<file path="config.mk">
export PLATFORM = sky130hd
export DESIGN_NAME = sdiv_cell
export DESIGN_NICKNAME = d
export VERILOG_FILES = /design/src/hw/rtl/sdiv_pkg.sv /design/src/hw/rtl/sdiv_cell.sv
export SDC_FILE = /design/constraint.sdc
export NUM_CORES = 1
export LEC_CHECK = 0
export BUFFER_PORTS_ARGS = -buffer_cell sky130_fd_sc_hd__buf_4
export CAP_MARGIN = 15
export CORE_UTILIZATION = 48
export CTS_CLUSTER_DIAMETER = 30
export CTS_CLUSTER_SIZE = 14
export DETAILED_ROUTE_END_ITERATION = 7
export PLACE_DENSITY = 0.84
export SLEW_MARGIN = 20
export SYNTH_ARGS = -nofsm -noshare
export SYNTH_HDL_FRONTEND = slang
export SYNTH_SLANG_ARGS = --single-unit
</file>
<file path="constraint.sdc">
create_clock -name clk -period 3.9 [get_ports clk]
set_input_delay 0.39 -clock clk [delete_from_list [all_inputs] [get_ports clk]]
set_output_delay 0.39 -clock clk [all_outputs]
set_load 0.01 [all_outputs]
</file>
<file path="src/hw/rtl/sdiv_pkg.sv">
`default_nettype none
package sdiv_pkg;
  localparam int unsigned NumWidth = 64;
  localparam int unsigned DenWidth = 32;
  localparam int unsigned NumCells = NumWidth;

  typedef struct packed {
    logic                n_neg;
    logic                q_neg;
    logic                zero;
    logic                ovf;
  } sdiv_flags_t;
endpackage
`default_nettype wire

</file>
<file path="src/hw/rtl/sdiv_cell.sv">
`default_nettype none
module sdiv_cell (
  input  logic                                   clk,
  input  logic                                   rst,
  input  logic                                   in_valid,
  input  logic                                   hold,
  input  logic [sdiv_pkg::NumWidth-1:0]          in_num,
  input  logic [sdiv_pkg::DenWidth:0]            in_rem,
  input  logic [sdiv_pkg::DenWidth-1:0]          in_den,
  input  sdiv_pkg::sdiv_flags_t                  in_flags,
  output logic                                   out_valid,
  output logic [sdiv_pkg::NumWidth-1:0]          out_num,
  output logic [sdiv_pkg::DenWidth:0]            out_rem,
  output logic [sdiv_pkg::DenWidth-1:0]          out_den,
  output sdiv_pkg::sdiv_flags_t                  out_flags
);
  import sdiv_pkg::*;

  logic [DenWidth+1:0] trial;
  logic [DenWidth+1:0] diff;
  logic                take;

  // shift in next dividend bit, try subtract
  assign trial = {in_rem, in_num[NumWidth-1]};
  assign diff  = trial - {2'b00, in_den};
  assign take  = !diff[DenWidth+1];

  always_ff @(posedge clk) begin
    if (rst) begin
      out_valid <= 1'b0;
    end else if (!hold) begin
      out_valid <= in_valid;
    end
  end

  always_ff @(posedge clk) begin
    if (!hold) begin
      out_num   <= {in_num[NumWidth-2:0], take};
      out_rem   <= take ? diff[DenWidth:0] : trial[DenWidth:0];
      out_den   <= in_den;
      out_flags <= in_flags;
    end
  end
endmodule
`default_nettype wire

</file>
==> insert_results.sql <==
INSERT INTO impl_metrics (metric_group, metric, value, unit) VALUES
('sta', 'finClkSkew', '0', 'ns'),
('synth', 'syn-num-nets', '610', ''),
('synth', 'area_leader_netlist', 'edfxtp_1', ''),
('drt', 'remaining_drc_errors', '0', ''),
('die', 'placeableCoreArea', '0.0128', 'mm^2'),
('sta', 'final_max_slew_viol_count', '0', ''),
('cells_and_area', 'synth_to_layout_area_growth', '42.5', '%'),
('synth', 'per_instance_average_area_after_synthesis', '14.6', 'um^2'),
('cells_and_area', 'final_cells', '909', ''),
('clock_network', 'cts_buffers', '17', ''),
('sta', 'setup_viol', '0', ''),
('setup_path', 'arrival_worst_endpoint', '3.23', 'ns'),
('sta', 'hold_slack', '0.118', 'ns'),
('cells_and_area', 'drive_gt1_share', '48.2', '%'),
('synth', 'synthMostInstantiatedCell', 'edfxtp_1', ''),
('clock_network', 'htree_num_levels', '4', ''),
('cells_and_area', 'n_fill_cell', '875', ''),
('place', 'finalWeightedCongestion', '0.889', ''),
('die', 'initial_utilization', '50.1', '%'),
('power_and_ir_drop', 'intPower', '3100', 'uW'),
('setup_path', 'critical_path_required', '4.07', 'ns'),
('sta', 'setup_total_negative_slack', '0', 'ns'),
('grt', 'pin_count_of_the_biggest_net_entering_global_routing', '103', ''),
('place', 'post-place-ws', '0.403', 'ns'),
('synth', 'synth_seq_cells', '134', ''),
('clock_network', 'post_cts.resized_instances', '0', ''),
('drt', 'routed_via_density', '5.25', ''),
('die', 'fp.dieArea', '0.0139', 'mm^2'),
('power_and_ir_drop', 'power_leakage', '0.00411', 'uW'),
('clock_network', 'cts_hold_repair.buffers', '0', ''),
('place', 'detailedPlacementHpwl', '13500', 'um'),
('place', 'placedCellCount', '878', ''),
('setup_path', 'worstPathCellList', 'buf_4 > inv_1 > ha_1 > a21o_1 > a21oi_1 > a21oi_2 > o2111ai_2 > nand4_2 > nand2_2 > a2bb2oi_2 > and2_4 > mux2_2', ''),
('grt', 'globalRouteOverflowTotal', '0', ''),
('setup_path', 'critPathKind', 'in2reg', ''),
('setup_path', 'startpoint_type', 'primary input', ''),
('clock_network', 'clk_pin_slew_worst_paths', '0.06', 'ns'),
('synth', 'yosys.cell_types.count', '64', ''),
('sta', 'pin_slew_with_the_least_headroom_to_its_limit', '0.906', 'ns'),
('clock_network', 'cts_buffer_depth', '2', ''),
('synth', 'asyncSetResetFlopFracSynth', '0', '%'),
('synth', 'synth.cell_area', '0.00642', 'mm^2'),
('drt', 'routed_wl', '18100', 'um'),
('sta', 'grt_setup_unrepaired', 'false', ''),
('synth', 'synth_flop_cell', 'edfxtp_1', ''),
('status', 'outcome', 'finished clean', ''),
('power_and_ir_drop', 'clock_power_share', '36.0', '%'),
('grt', 'grt_antenna_before_repair', '0', ''),
('sta', 'timing.final.crit_period', '3.06', 'ns'),
('setup_path', 'critPathMaxFanout', '32', ''),
('synth', 'post-synth-top-area-fraction', '62.2', '%'),
('die', 'io-pin-count', '271', ''),
('sta', 'finalWorstSetupSlack', '0.839', 'ns'),
('sta', 'worst_slew_margin_rel', '39.6', '%'),
('grt', 'grt_first_pass_wirelength', '28000', 'um'),
('power_and_ir_drop', 'peakVddDrop', '0.298', 'mV'),
('place', 'port-buffer-count', '270', ''),
('grt', 'gr-usage-all-layers', '26.8', '%'),
('flow_run', 'maxCapViolations', '0', ''),
('synth', 'syn-instance-count', '440', ''),
('synth', 'synth.yosys.seq_area_share', '62.5', '%'),
('power_and_ir_drop', 'power.switching_fraction', '26.3', '%'),
('sta', 'final_hold_viol_count', '0', ''),
('cells_and_area', 'n_antenna_cell', '0', ''),
('power_and_ir_drop', 'power.share.sequential', '42.8', '%'),
('clock_network', 'cts.sinks', '134', ''),
('drt', 'post_detailed_route_count_of_antenna_violating_nets', '0', ''),
('setup_path', 'critical_path.slowest_cell', 'and2_4', ''),
('grt', 'grt_pass1_vias', '4955', ''),
('drt', 'dr_total_vias', '4774', ''),
('synth', 'warning_count_from_the_yosys_run', '0', '');
## power groups by stage
stage,clock (uW),sequential [uW],combinational [uW]
global placement,0,1820,866
CTS,1530,1800,897
detailed placement,0,1830,891
floorplan,0,1900,410
global route,1600,1810,953
finish,1510,1800,893
## worst reg2reg max path, delay by kind of cell (launching register included)
kind	cells	cell delay, ns
DFF	1	0.31
muxes	1	0.14
and+or+nand+nor	1	0.05
## cell type report
type | count | area, um^2 | share of cell area, %
clock buffers | 17 | 425 | 4.65
clock inverters | 14 | 128 | 1.39
inverters | 40 | 155 | 1.69
multi-input cells | 259 | 2170 | 23.7
flip-flops and latches | 134 | 4010 | 43.8
well taps | 172 | 215 | 2.35
repair buffers | 273 | 2050 | 22.4
## routing by layer
| metal | global-route usage [%] | routed length [um] | part of all wire (%) |
|---|---|---|---|
| met5 | 0 | 0 | 0 |
| met4 | 10.9 | 556 | 3.1 |
| met3 | 9.50 | 1460 | 8.1 |
| met2 | 47.5 | 9500 | 53 |
| met1 | 28.9 | 6560 | 36 |
## state kept, by name, summed over array words and instances, names as in the netlist
signal / cells
out_flags: 4
out_num: 64
out_rem: 33
out_valid: 1
out_den: 32
## layout by cell type, fill, tap and decap left out, drive strengths merged, types with 2 or more instances in the layout
| master | instances |
|---|---|
| o31ai | 3 |
| nand2b | 4 |
| or2 | 2 |
| nand4 | 3 |
| xor2 | 7 |
| o21a | 7 |
| mux2i | 5 |
| mux2 | 27 |
| ha | 32 |
| a21oi | 28 |
| and2 | 4 |
| a31oi | 6 |
| o21bai | 2 |
| clkinv | 3 |
| o211ai | 2 |
| nor2b | 3 |
| or3 | 2 |
| nor2 | 20 |
| a221o | 2 |
| nor3 | 5 |
| edfxtp | 133 |
| a21o | 17 |
| buf | 273 |
| inv | 44 |
| clkbuf | 17 |
| and3 | 5 |
| nand3 | 6 |
| xnor2 | 19 |
| clkinvlp | 6 |
| a211oi | 3 |
| o2111ai | 2 |
| o21ai | 12 |
| nand2 | 15 |
## metrics by stage
step                      utilization, %  instance area, um^2
after detailed placement            67.1                 8600
after floorplan                        -                 6420
after global placement              67.1                 8600
after global routing                71.4                 9150
final                               71.4                 9150
after CTS                           71.4                 9150
## cell families (layout without fill, tap and decap cells)
kind of cell / Yosys count / in the layout / share of synthesized area [%]
XOR/XNOR: 26 / 26 / 3.54
flip-flops: 134 / 134 / 62.5
AND/OR/NAND/NOR: 72 / 72 / 5.86
AO/OA/AOI/OAI: 96 / 96 / 10.9
multiplexers: 32 / 32 / 6.91
buffers and inverters: 47 / 344 / 3.80
adder cells (fa/ha/maj): 33 / 33 / 6.54
## worst paths after layout
kind / from / end / slack (ns) / cells past startpoint
worst max-delay path: in_den[3] / out_rem[4] / 0.84 / 12
worst max register to register: out_valid / out_valid / 3.30 / 2
worst min register to register: out_valid / out_valid / 0.51 / 2
worst min-delay path: rst / out_valid / 0.12 / 2
Note: power is estimated with default switching activity, not from simulation.
